===== src/hdl/sfbtm_pkg.sv =====
// Package for the strip front/back time matcher.
// Holds field widths, codes, hit and result types and the energy test function.
// No dependencies.
package sfbtm_pkg;

  localparam int ENERGY_W = 18;
  localparam int TIME_W   = 48;
  localparam int STRIP_W  = 8;
  localparam int WINDOW_W = 24;
  localparam int OP_W     = 2;
  localparam int KIND_W   = 2;
  localparam int DATA_W   = 32;
  localparam int ADDR_W   = 4;

  localparam logic [ENERGY_W-1:0] SAT_TEST_KEV   = 18'd20000;
  localparam logic [ENERGY_W-1:0] DELTA_RESET    = 18'd1000;
  localparam logic [ENERGY_W-1:0] HIGH_CUT_RESET = 18'd20000;
  localparam logic [WINDOW_W-1:0] WINDOW_RESET   = 24'd100;

  localparam logic [OP_W-1:0] OP_LOAD_BACK  = 2'd0;
  localparam logic [OP_W-1:0] OP_LOAD_FRONT = 2'd1;
  localparam logic [OP_W-1:0] OP_END_EVENT  = 2'd2;

  localparam logic [KIND_W-1:0] KIND_PAIR        = 2'd0;
  localparam logic [KIND_W-1:0] KIND_BACK_ALONE  = 2'd1;
  localparam logic [KIND_W-1:0] KIND_FRONT_ALONE = 2'd2;
  localparam logic [KIND_W-1:0] KIND_EMPTY       = 2'd3;

  localparam logic [1:0] REG_DELTA_ENERGY = 2'd0;
  localparam logic [1:0] REG_HIGH_CUT     = 2'd1;
  localparam logic [1:0] REG_TIME_WINDOW  = 2'd2;

  typedef struct packed {
    logic [ENERGY_W-1:0] energy;
    logic [TIME_W-1:0]   timestamp;
    logic [STRIP_W-1:0]  strip;
    logic                sat;
  } hit_t;

  typedef struct packed {
    logic [KIND_W-1:0] kind;
    hit_t              back;
    hit_t              front;
    logic              overflow;
  } result_t;

  typedef enum logic [3:0] {
    S_IDLE,
    S_BRD,
    S_BEX,
    S_FRD,
    S_FEV,
    S_FCMP,
    S_DEC,
    S_UBRD,
    S_UBOUT,
    S_UFRD,
    S_UFOUT,
    S_FLUSH
  } state_t;

  // Saturated hits and hits above the cut take part in the energy test as 20000 keV.
  function automatic logic [ENERGY_W-1:0] test_energy(input logic [ENERGY_W-1:0] e,
                                                      input logic sat,
                                                      input logic [ENERGY_W-1:0] cut);
    test_energy = (sat || (e > cut)) ? SAT_TEST_KEV : e;
  endfunction

endpackage


===== src/hdl/strip_front_back_time_matcher_top.sv =====
// Strip front/back time matcher: hit stores, matching sequencer, result register, APB registers.
// Depends on sfbtm_pkg.
//
// Usage: an item is taken at a rising edge with start high and busy low. Opcode 0 stores a
// back hit, opcode 1 a front hit; busy stays low during a load. A hit that finds its store
// full is dropped and the event's overflow flag is set. Opcode 2 ends the event and raises
// busy while one shared energy and time comparator walks the stores: for each back hit it
// reads every unused front hit in turn, skipping used ones, and keeps the closest eligible
// one. Unmatched back and front hits are then read out. Results leave on the result ports,
// one cycle each, marked by valid, with last on the final one; the receiver cannot stall
// them. A result is held one step so that last is known when it leaves. An event with no
// hits gives one empty-event result.
// Reset empties the stores, clears the overflow flag and restores the register defaults.
// Registers sit on the APB port at byte addresses 0 (delta_energy), 4 (high_energy_cut)
// and 8 (time_window); write them only while the block is idle.
module strip_front_back_time_matcher_top #(
  parameter int MAX_BACK_HITS  = 16,
  parameter int MAX_FRONT_HITS = 16
) (
  input  logic                              clk,
  input  logic                              rst,
  input  logic                              psel,
  input  logic                              penable,
  input  logic                              pwrite,
  input  logic [sfbtm_pkg::ADDR_W-1:0]      paddr,
  input  logic [sfbtm_pkg::DATA_W-1:0]      pwdata,
  output logic [sfbtm_pkg::DATA_W-1:0]      prdata,
  output logic                              pready,
  input  logic                              start,
  output logic                              busy,
  input  logic [sfbtm_pkg::OP_W-1:0]        opcode,
  input  logic [sfbtm_pkg::ENERGY_W-1:0]    energy,
  input  logic [sfbtm_pkg::TIME_W-1:0]      timestamp,
  input  logic [sfbtm_pkg::STRIP_W-1:0]     strip,
  input  logic                              saturated,
  output logic                              valid,
  output logic [sfbtm_pkg::KIND_W-1:0]      kind,
  output logic [sfbtm_pkg::STRIP_W-1:0]     back_strip,
  output logic [sfbtm_pkg::STRIP_W-1:0]     front_strip,
  output logic [sfbtm_pkg::ENERGY_W-1:0]    back_energy,
  output logic [sfbtm_pkg::ENERGY_W-1:0]    front_energy,
  output logic [sfbtm_pkg::TIME_W-1:0]      back_time,
  output logic [sfbtm_pkg::TIME_W-1:0]      front_time,
  output logic                              back_sat,
  output logic                              front_sat,
  output logic                              overflow,
  output logic                              last
);
  import sfbtm_pkg::*;

  localparam int BAW = (MAX_BACK_HITS > 1) ? $clog2(MAX_BACK_HITS) : 1;
  localparam int FAW = (MAX_FRONT_HITS > 1) ? $clog2(MAX_FRONT_HITS) : 1;
  localparam int BCW = $clog2(MAX_BACK_HITS + 1);
  localparam int FCW = $clog2(MAX_FRONT_HITS + 1);
  localparam logic [BCW-1:0] BACK_FULL  = BCW'(MAX_BACK_HITS);
  localparam logic [FCW-1:0] FRONT_FULL = FCW'(MAX_FRONT_HITS);

  // Configuration registers
  logic [ENERGY_W-1:0] delta_energy;
  logic [ENERGY_W-1:0] high_energy_cut;
  logic [WINDOW_W-1:0] time_window;

  // Control state
  state_t              state;
  state_t              state_next;
  logic [BCW-1:0]      back_count;
  logic [FCW-1:0]      front_count;
  logic                overflow_flag;
  logic [BCW-1:0]      bi;
  logic [FCW-1:0]      fj;
  logic [MAX_BACK_HITS-1:0]  back_used;
  logic [MAX_FRONT_HITS-1:0] front_used;
  logic                found;
  logic                pend_valid;

  // Datapath
  hit_t                back_mem [MAX_BACK_HITS];
  hit_t                front_mem [MAX_FRONT_HITS];
  hit_t                back_rd;
  hit_t                front_rd;
  hit_t                back_cur;
  hit_t                cand;
  hit_t                best_hit;
  logic [ENERGY_W-1:0] ex;
  logic                e_ok;
  logic [TIME_W-1:0]   dt;
  logic [TIME_W-1:0]   best_dt;
  logic [FAW-1:0]      best_j;
  result_t             pend;
  result_t             res;
  logic                res_last;

  // Combinational control
  logic                accept;
  logic                end_accept;
  logic                push;
  result_t             push_res;
  logic                match;
  logic                bi_end;
  logic                fj_end;
  logic [ENERGY_W-1:0] ey;
  logic [ENERGY_W-1:0] de;
  hit_t                hit_in;

  assign busy       = (state != S_IDLE);
  assign accept     = start && !busy;
  assign end_accept = accept && (opcode == OP_END_EVENT);
  assign bi_end     = (bi == back_count);
  assign fj_end     = (fj == front_count);
  assign match      = found && (best_dt < {{(TIME_W - WINDOW_W){1'b0}}, time_window});
  assign hit_in     = '{energy: energy, timestamp: timestamp, strip: strip, sat: saturated};

  // Energy and time difference unit, shared by every back/front comparison.
  assign ey = test_energy(front_rd.energy, front_rd.sat, high_energy_cut);
  assign de = (ex > ey) ? (ex - ey) : (ey - ex);

  always_comb begin
    state_next = state;
    case (state)
      S_IDLE: begin
        if (end_accept) begin
          state_next = (back_count == '0 && front_count == '0) ? S_FLUSH : S_BRD;
        end
      end
      S_BRD:   state_next = bi_end ? S_UBRD : S_BEX;
      S_BEX:   state_next = S_FRD;
      S_FRD: begin
        if (fj_end) begin
          state_next = S_DEC;
        end else if (!front_used[fj[FAW-1:0]]) begin
          state_next = S_FEV;
        end
      end
      S_FEV:   state_next = S_FCMP;
      S_FCMP:  state_next = S_FRD;
      S_DEC:   state_next = S_BRD;
      S_UBRD: begin
        if (bi_end) begin
          state_next = S_UFRD;
        end else if (!back_used[bi[BAW-1:0]]) begin
          state_next = S_UBOUT;
        end
      end
      S_UBOUT: state_next = S_UBRD;
      S_UFRD: begin
        if (fj_end) begin
          state_next = S_FLUSH;
        end else if (!front_used[fj[FAW-1:0]]) begin
          state_next = S_UFOUT;
        end
      end
      S_UFOUT: state_next = S_UFRD;
      S_FLUSH: state_next = S_IDLE;
      default: state_next = S_IDLE;
    endcase
  end

  always_comb begin
    push     = 1'b0;
    push_res = '{kind: KIND_EMPTY, back: '0, front: '0, overflow: overflow_flag};
    case (state)
      S_IDLE: begin
        if (end_accept && back_count == '0 && front_count == '0) begin
          push = 1'b1;
        end
      end
      S_DEC: begin
        if (match) begin
          push           = 1'b1;
          push_res.kind  = KIND_PAIR;
          push_res.back  = back_cur;
          push_res.front = best_hit;
        end
      end
      S_UBOUT: begin
        push          = 1'b1;
        push_res.kind = KIND_BACK_ALONE;
        push_res.back = back_rd;
      end
      S_UFOUT: begin
        push           = 1'b1;
        push_res.kind  = KIND_FRONT_ALONE;
        push_res.front = front_rd;
      end
      default: push = 1'b0;
    endcase
  end

  // APB register file
  assign pready = 1'b1;

  always_comb begin
    case (paddr[3:2])
      REG_DELTA_ENERGY: prdata = DATA_W'(delta_energy);
      REG_HIGH_CUT:     prdata = DATA_W'(high_energy_cut);
      REG_TIME_WINDOW:  prdata = DATA_W'(time_window);
      default:          prdata = '0;
    endcase
  end

  always_ff @(posedge clk) begin
    if (rst) begin
      delta_energy    <= DELTA_RESET;
      high_energy_cut <= HIGH_CUT_RESET;
      time_window     <= WINDOW_RESET;
    end else if (psel && penable && pwrite && pready) begin
      case (paddr[3:2])
        REG_DELTA_ENERGY: delta_energy    <= pwdata[ENERGY_W-1:0];
        REG_HIGH_CUT:     high_energy_cut <= pwdata[ENERGY_W-1:0];
        REG_TIME_WINDOW:  time_window     <= pwdata[WINDOW_W-1:0];
        default:          ;
      endcase
    end
  end

  // Hit stores: written on loads, read every cycle at the walk counters.
  always_ff @(posedge clk) begin
    if (accept && opcode == OP_LOAD_BACK && back_count != BACK_FULL) begin
      back_mem[back_count[BAW-1:0]] <= hit_in;
    end
    if (accept && opcode == OP_LOAD_FRONT && front_count != FRONT_FULL) begin
      front_mem[front_count[FAW-1:0]] <= hit_in;
    end
    back_rd  <= back_mem[bi[BAW-1:0]];
    front_rd <= front_mem[fj[FAW-1:0]];
  end

  // Sequencer counters and flags
  always_ff @(posedge clk) begin
    if (rst) begin
      state         <= S_IDLE;
      back_count    <= '0;
      front_count   <= '0;
      overflow_flag <= 1'b0;
      bi            <= '0;
      fj            <= '0;
      back_used     <= '0;
      front_used    <= '0;
      found         <= 1'b0;
      pend_valid    <= 1'b0;
      valid         <= 1'b0;
    end else begin
      state <= state_next;
      case (state)
        S_IDLE: begin
          if (accept && opcode == OP_LOAD_BACK) begin
            if (back_count != BACK_FULL) begin
              back_count <= back_count + 1'b1;
            end else begin
              overflow_flag <= 1'b1;
            end
          end
          if (accept && opcode == OP_LOAD_FRONT) begin
            if (front_count != FRONT_FULL) begin
              front_count <= front_count + 1'b1;
            end else begin
              overflow_flag <= 1'b1;
            end
          end
          if (end_accept) begin
            bi         <= '0;
            fj         <= '0;
            back_used  <= '0;
            front_used <= '0;
          end
        end
        S_BRD: begin
          if (bi_end) begin
            bi <= '0;
          end
        end
        S_BEX: begin
          found <= 1'b0;
          fj    <= '0;
        end
        S_FRD: begin
          if (!fj_end && front_used[fj[FAW-1:0]]) begin
            fj <= fj + 1'b1;
          end
        end
        S_FCMP: begin
          if (e_ok && (!found || dt < best_dt)) begin
            found <= 1'b1;
          end
          fj <= fj + 1'b1;
        end
        S_DEC: begin
          if (match) begin
            back_used[bi[BAW-1:0]] <= 1'b1;
            front_used[best_j]     <= 1'b1;
          end
          bi <= bi + 1'b1;
        end
        S_UBRD: begin
          if (bi_end) begin
            fj <= '0;
          end else if (back_used[bi[BAW-1:0]]) begin
            bi <= bi + 1'b1;
          end
        end
        S_UBOUT: bi <= bi + 1'b1;
        S_UFRD: begin
          if (!fj_end && front_used[fj[FAW-1:0]]) begin
            fj <= fj + 1'b1;
          end
        end
        S_UFOUT: fj <= fj + 1'b1;
        S_FLUSH: begin
          back_count    <= '0;
          front_count   <= '0;
          overflow_flag <= 1'b0;
        end
        default: ;
      endcase

      // The newest result waits in pend until the next one shows it was not the last.
      if (push) begin
        pend_valid <= 1'b1;
        valid      <= pend_valid;
      end else if (state == S_FLUSH) begin
        pend_valid <= 1'b0;
        valid      <= 1'b1;
      end else begin
        valid      <= 1'b0;
      end
    end
  end

  // Comparison datapath and result registers
  always_ff @(posedge clk) begin
    if (state == S_BEX) begin
      back_cur <= back_rd;
      ex       <= test_energy(back_rd.energy, back_rd.sat, high_energy_cut);
    end
    if (state == S_FEV) begin
      cand <= front_rd;
      e_ok <= (de <= delta_energy);
      dt   <= (back_cur.timestamp > front_rd.timestamp) ?
              (back_cur.timestamp - front_rd.timestamp) :
              (front_rd.timestamp - back_cur.timestamp);
    end
    if (state == S_FCMP && e_ok && (!found || dt < best_dt)) begin
      best_dt  <= dt;
      best_j   <= fj[FAW-1:0];
      best_hit <= cand;
    end
    if (push) begin
      pend     <= push_res;
      res      <= pend;
      res_last <= 1'b0;
    end else if (state == S_FLUSH) begin
      res      <= pend;
      res_last <= 1'b1;
    end
  end

  assign kind         = res.kind;
  assign back_strip   = res.back.strip;
  assign front_strip  = res.front.strip;
  assign back_energy  = res.back.energy;
  assign front_energy = res.front.energy;
  assign back_time    = res.back.timestamp;
  assign front_time   = res.front.timestamp;
  assign back_sat     = res.back.sat;
  assign front_sat    = res.front.sat;
  assign overflow     = res.overflow;
  assign last         = res_last;

  a_flush_emits_last: assert property (@(posedge clk) disable iff (rst)
    (state == S_FLUSH) |=> (valid && last))
    else $error("flush did not deliver the last result");

  a_no_result_after_last: assert property (@(posedge clk) disable iff (rst)
    (valid && last) |=> !valid)
    else $error("result delivered right after the last one");

  a_flush_has_pending: assert property (@(posedge clk) disable iff (rst)
    (state == S_FLUSH) |-> (pend_valid || push))
    else $error("event ended with no result waiting");

  a_counts_bounded: assert property (@(posedge clk) disable iff (rst)
    (back_count <= BACK_FULL) && (front_count <= FRONT_FULL))
    else $error("hit count beyond store depth");

  a_best_in_range: assert property (@(posedge clk) disable iff (rst)
    (state == S_DEC && found) |-> (FCW'(best_j) < front_count))
    else $error("chosen front hit lies beyond the loaded hits");

endmodule

===== config.mk =====
export PLATFORM = sky130hd
export DESIGN_NAME = strip_front_back_time_matcher_top
export DESIGN_NICKNAME = d
export VERILOG_FILES = /design/src/hdl/sfbtm_pkg.sv /design/src/hdl/strip_front_back_time_matcher_top.sv
export SDC_FILE = /design/constraint.sdc
export NUM_CORES = 2
export LEC_CHECK = 0
export ABC_AREA = 1
export BUFFER_PORTS_ARGS = -buffer_cell sky130_fd_sc_hd__buf_4
export CORE_MARGIN = 2
export CORE_UTILIZATION = 25
export DETAILED_ROUTE_END_ITERATION = 6
export HOLD_SLACK_MARGIN = 0.03
export PLACE_DENSITY = 0.49
export SLEW_MARGIN = 25
export SYNTH_ARGS = -nofsm -noshare
export SYNTH_HDL_FRONTEND = slang
export SYNTH_SLANG_ARGS = --single-unit
export TNS_END_PERCENT = 5

===== constraint.sdc =====
create_clock -name clk -period 11.1 [get_ports clk]
set_input_delay 2.22 -clock clk [delete_from_list [all_inputs] [get_ports clk]]
set_output_delay 2.22 -clock clk [all_outputs]
set_load 0.02 [all_outputs]

Yosys cells after proc, flatten, opt, wreduce, memory -nomap -nowiden
Memories as Yosys holds them, arrays and structs flattened. A register that Yosys moved wholly into a read port is not among the register bits.
Index checks and enable logic that the tools add are counted.
{"block": "totals", "out_inout_bits": 189, "memories": 2, "in_bits": 119, "word_cells": 225, "mem_bits_rw": 2400, "register_bits": 771}
{"block": "op_classes", "n_bitwise": 2, "n_mux": 64, "eq_ne": 34, "n_reduce_logical": 51, "order_cmp": 12, "add_sub_neg": 8}
{"name": "back_mem", "words": 16, "width": 75, "rd": 1, "rd_ports_with_merged_regs": 1, "write_ports": 1, "line_no": "strip_front_back_time_matcher_top.sv:77", "source": "hit_t back_mem [MAX_BACK_HITS];"}
{"name": "front_mem", "words": 16, "width": 75, "rd": 1, "rd_ports_with_merged_regs": 1, "write_ports": 1, "line_no": "strip_front_back_time_matcher_top.sv:78", "source": "hit_t front_mem [MAX_FRONT_HITS];"}
{"operator": "$mux W153", "n": 2}
{"operator": "$pmux W75 S2", "n": 2}
{"operator": "$mux W152", "n": 1}
{"operator": "$sub A48 B48 Y48", "n": 2}
{"operator": "$pmux W24 S3", "n": 1}
{"operator": "$pmux W16 S2", "n": 2}
{"operator": "$gt A18 B18 Y1", "n": 3}
{"operator": "$gt A48 B48 Y1", "n": 1}
{"operator": "$lt A48 B24 Y1", "n": 1}
{"operator": "$lt A48 B48 Y1", "n": 1}
{"operator": "$mux W16", "n": 3}
{"operator": "$mux W48", "n": 1}
{"operator": "$mux W5", "n": 9}
{"operator": "$pmux W4 S10", "n": 1}
{"operator": "$mux W18", "n": 2}
{"operator": "$sub A18 B18 Y18", "n": 2}
{"operator": "$mux W4", "n": 8}
{"operator": "$or A16 B16 Y16", "n": 2}
{"operator": "$pmux W5 S5", "n": 1}
{"operator": "$ne A2 B2 Y1 const B", "n": 11}
{"operator": "$add A5 B1 Y5 const B", "n": 4}
{"operator": "$pmux W5 S2", "n": 2}
{"operator": "$pmux W5 S4", "n": 1}
{"operator": "$mux W1", "n": 19}
{"operator": "33 further kinds", "n": 89}

Logic depth before layout (Yosys ltp)
{"block": "depth", "ltp_word": 9, "ltp_mapped": 34, "depth_no_buf": 33}

Worst setup path after synthesis
OpenSTA, ideal clock, no wires.
{"block": "synth_timing", "kind": "in2reg", "startpoint": "in start", "endpoint": "reg res, in the netlist back_energy[0] (enable)", "t_required_ns": 10.581, "t_arrival_ns": 9.522, "cell_stages": 8, "n_path_buf": 0, "setup_slack_ns": 1.059, "setup_time_ns": 0.519, "path_cell_list": "inv_1 -> nor2_2 -> nand3_1 -> inv_1 -> a22oi_1 -> nand2_1 -> inv_1 -> nand2_1"}
{"block": "synth_via", "elab_chain_cells": 7}
{"element": "start, declared", "line_no": "strip_front_back_time_matcher_top.sv:29", "source": "input logic start,"}
{"element": "$logic_and A1 B1 Y1", "line_no": "strip_front_back_time_matcher_top.sv:106", "source": "assign accept = start && !busy;"}
{"element": "$logic_and A1 B1 Y1", "line_no": "strip_front_back_time_matcher_top.sv:107", "source": "assign end_accept = accept && (opcode == OP_END_EVENT);"}
{"element": "$logic_and A1 B1 Y1 (2 in a row)", "line_no": "strip_front_back_time_matcher_top.sv:163", "source": "if (end_accept && back_count == '0 && front_count == '0) begin"}
{"element": "$mux W1", "line_no": "strip_front_back_time_matcher_top.sv:163"}
{"element": "$pmux W1 S3", "line_no": "strip_front_back_time_matcher_top.sv:161", "source": "case (state)"}
{"element": "via push", "line_no": "strip_front_back_time_matcher_top.sv:96", "source": "logic push;"}
{"element": "$reduce_bool A2 Y1 (no source line)"}
{"element": "end signal, assigned", "line_no": "strip_front_back_time_matcher_top.sv:349", "source": "res <= pend;"}
{"element": "end signal, assigned", "line_no": "strip_front_back_time_matcher_top.sv:352", "source": "res <= pend;"}
{"element": "end, declared", "line_no": "strip_front_back_time_matcher_top.sv:90", "source": "result_t res;"}
The timed path passes the listed nets, and every way through them passes these cells.
A chain may end at the register's enable or synchronous reset.

Worst setup path after layout
{"block": "layout_timing", "startpoint": "reg high_energy_cut[13]", "endpoint": "reg e_ok (data pin)"}
{"block": "layout_via", "elab_chain_cells": 6, "word_cells_on_any_way": 8, "classes_between": "add/sub (2); order compare (3); mux (2); reduce/logical (1)"}
{"element": "start, declared", "line_no": "strip_front_back_time_matcher_top.sv:60", "source": "logic [ENERGY_W-1:0] high_energy_cut;"}
{"element": "start signal, assigned", "line_no": "strip_front_back_time_matcher_top.sv:209", "source": "REG_HIGH_CUT: high_energy_cut <= pwdata[ENERGY_W-1:0];"}
{"element": "$gt A18 B18 Y1 *", "line_no": "sfbtm_pkg.sv:66", "source": "test_energy = (sat || (e > cut)) ? SAT_TEST_KEV : e;"}
{"element": "$logic_or A1 B1 Y1 *", "line_no": "sfbtm_pkg.sv:66"}
{"element": "$mux W18 *", "line_no": "sfbtm_pkg.sv:66"}
{"element": "$sub A18 B18 Y18 or $gt A18 B18 Y1 (tied branches)", "line_no": "strip_front_back_time_matcher_top.sv:115", "source": "assign de = (ex > ey) ? (ex - ey) : (ey - ex);"}
{"element": "$mux W18 *", "line_no": "strip_front_back_time_matcher_top.sv:115"}
{"element": "$le A18 B18 Y1 *", "line_no": "strip_front_back_time_matcher_top.sv:337", "source": "e_ok <= (de <= delta_energy);"}
{"element": "end signal, assigned", "line_no": "strip_front_back_time_matcher_top.sv:337"}
{"element": "end, declared", "line_no": "strip_front_back_time_matcher_top.sv:85", "source": "logic e_ok;"}
Mark *: on every way between the ends. The rest lies on a longest branch, timed or not.

==> results.ini <==
[floorplan]
ioPinCount = 308
core_mm2 = 0.536
start_util_pct = 25.1
die_area_mm2 = 0.543
rows = 269
fp.dieH_um = 737
die_w_um = 737

[global_route]
met3_usage_pct = 2.55
grt_pass1_vias = 82000
grt_pass1_wl_um = 599000
gr-total-overflow = 0
antenna_found_initial = 92
use_met1_pct = 21.5
grt_max_degree = 229
gr-usage-met2_pct = 23.5
groute.usage.overall_pct = 14.9
busiest_layer = met2

[logic_synthesis]
synth_top_family_by_area = compound AO/OA/AOI/OAI gates
yosysTopAreaCell = edfxtp_1
yosysSeqAreaShare_pct = 72.2
synthCells = 10900
yosys_warnings = 0
synth_seq_cells = 3321
mappedNetlistArea_mm2 = 0.134
syn_avg_cell_area_um2 = 12.3
synth_compound_area_share_pct = 11.1
async_flop_share_pct = 0
synth_xor_area_share_pct = 0.619
synthMuxAreaShare_pct = 0
synth-edff-count = 3050
synthAdderAreaFrac_pct = 2.55
yosys.area_share.simple_pct = 10.0
netlist_top_cells_area = edfxtp_1, o21ai_0, nor2_1
synth.distinct_cells = 62
synth_top_area_share_pct = 68.1
ys.flop_type = edfxtp_1

[critical_path]
worst-setup-path-type = register to register
worst-r2r-cell-count = 27
startpoint = high_energy_cut[13]$_SDFFE_PP0P_
cp_max_fo = 19
rr_startpoint = high_energy_cut[13]$_SDFFE_PP0P_
end_kind = register
worstPathArrival_ns = 6.88
required_ns = 11.79
start_kind = register

[routing]
routed_wl_um = 422000
num_vias = 86600
ant_nets = 0
vias_per_cell = 4.66
drt-pass1-iter-count = 7
drtIter0Drc = 8799
wl_per_cell_um = 22.7
drc = 124

[cells_and_area]
layout.nets = 11500
drive_above_1_share_pct = 9.28
n_fill_cell = 54500
multiInputGateArea_mm2 = 0.0330
synthToLayoutAreaGrowth_pct = 16.3
final_util_pct = 29.1
ff_latch_area_mm2 = 0.0970
fin_area_mm2 = 0.156

[placed_design]
io_buffer_count = 288
post_dp_cell_area_mm2 = 0.145
dp_hpwl_um = 260000
globalplace.congestion = 0.913

[clock_tree]
clk_latency_ns = 0.97
h-tree-depth = 5
cts.sinks = 3321
cts_resized = 0
clockBufferDepth = 4
ctsHoldBuffers = 0
post-cts-setup-buffer-count = 0
clkTransAtPathRegs_ns = 0.06
root_buffer = clkbuf_16
cts_tree = yes
cts_buffers = 348

[worst_hold_path]
hold_depth = 0
hp-start = pend[9]$_DFFE_PP_
min_path_type = register to register

[timing]
slew_headroom_pct = 20.6
rsz0062_at_grt = false
clock.fmax_mhz = 161
worst_pin_slew_ns = 1.18
skew_ns = 0.0718
timing.final.crit_share_pct = 55.8
finalSetupViolCount = 0
drv_slew = 0
tns_ns = 0
hold_ws_ns = 0.372
hold_violations = 0
period_needed_ns = 6.19

[power]
max-vdd-ir-drop_mv = 0.135
power_density_mw_per_mm2 = 231
leakage_nw = 52.8

[run]
cap_violations = 0

[outcome]
violations = design-rule violations
status = finished, violations left

==> per-stage QoR <==
stage / power (W) / setup WS (ns) / cells
6_report: 0.0362 / 4.91 / 18600
5_1_grt: 0.0378 / 4.25 / 18600
4_1_cts: 0.0364 / 4.82 / 18600
3_5_place_dp: 0.0246 / 4.84 / 17900
3_3_place_gp: 0.0246 / 4.76 / 17900
2_1_floorplan: 0.0210 / 1.06 / 10900
==> layer usage <==
| metal | up-vias | wire length, um |
|---|---|---|
| li1 | 39800 | - |
| met5 | - | 155 |
| met3 | 558 | 26800 |
| met2 | 2655 | 190000 |
| met1 | 43600 | 196000 |
| met4 | 26 | 8630 |
==> worst max-delay path, stage by stage (launching register included) <==
cell	delay, ns
dfxtp_1	0.30
inv_1	0.27
ha_1	0.32
a21oi_1	0.15
o21ai_0	0.12
nand2_1	0.08
o211a_1	0.14
nand3_1	0.08
nand2_1	0.17
nand2_1	0.40
nor2_1	0.26
inv_1	0.06
ha_1	0.46
nand2_1	0.14
nor2_1	0.32
nand4_1	0.13
o211ai_1	0.20
nand2_2	0.29
inv_2	0.37
o21ai_0	0.15
nand2_1	0.09
inv_1	0.05
ha_1	0.28
nand2_1	0.05
inv_1	0.06
nand3_1	0.08
or4_1	0.48
o21ai_0	0.41
==> path summary, 6_finish.rpt <==
check	endpoint	slack, ns
setup / recovery	e_ok$_DFFE_PP_	4.91
hold / removal	front_strip[7]$_DFFE_PP_	0.37
setup reg to reg	e_ok$_DFFE_PP_	4.91
hold reg to reg	front_strip[7]$_DFFE_PP_	0.37
==> cell families after synthesis <==
logic type,Yosys count
xor+xnor,95
simple gates,3338
flops,3321
compound gates,2673
buf+inv,1215
fa+ha+maj,271
other cells,2
==> sequential cells by signal (all words and copies together), names as in the netlist, 24 cells and up <==
register	count
back_cur	75
cand	75
pend	153
front_rd	75
back_mem	1200
front_time	48
best_dt	48
dt	48
back_rd	75
best_hit	75
back_time	48
front_mem	1200
time_window	24
==> power breakdown <==
part           internal, W  switching [W]
sequential          0.0148       0.000526
combinational      0.00242        0.00661
clock              0.00680        0.00501
==> layout make-up <==
| cell class | count | area share, % |
|---|---|---|
| sequential | 3321 | 62.1 |
| multi-input combinational | 6386 | 21.1 |
| clock buffer | 444 | 6.03 |
| tap | 7181 | 5.75 |
| timing repair buffer | 433 | 2.15 |
| inverter | 622 | 1.52 |
| clock inverter | 199 | 1.33 |
| antenna | 20 | 0.0320 |
==> layout by cell type (no fill, tap or decap), types with 71 or more instances in the layout <==
master	count
nand3_1	267
edfxtp_1	3050
o21ai_0	1545
clkinv_1	75
xor2_1	76
buf_4	425
dfxtp_1	266
inv_1	599
clkbuf_1	71
nand4_1	122
nand2_1	1296
ha_1	267
a21oi_1	343
o221ai_1	143
clkbuf_16	358
nor2_1	1514
o22ai_1	475
==> cells in the mapped netlist (18+ instances only) <==
cell type	number
nand3_1	267
nand2_1	1301
buf_1	33
clkbuf_2	21
edfxtp_1	3050
xor2_1	76
o21ai_0	1545
a22o_1	18
clkbuf_1	455
a21oi_1	344
nor3_1	28
dfxtp_1	271
inv_1	603
xnor2_1	19
nor2_1	1550
o21ai_1	37
o22ai_1	475
buf_2	63
buf_4	19
nand4_1	122
o211ai_1	50
o221ai_1	143
ha_1	267
(Power assumes the default switching activity.)
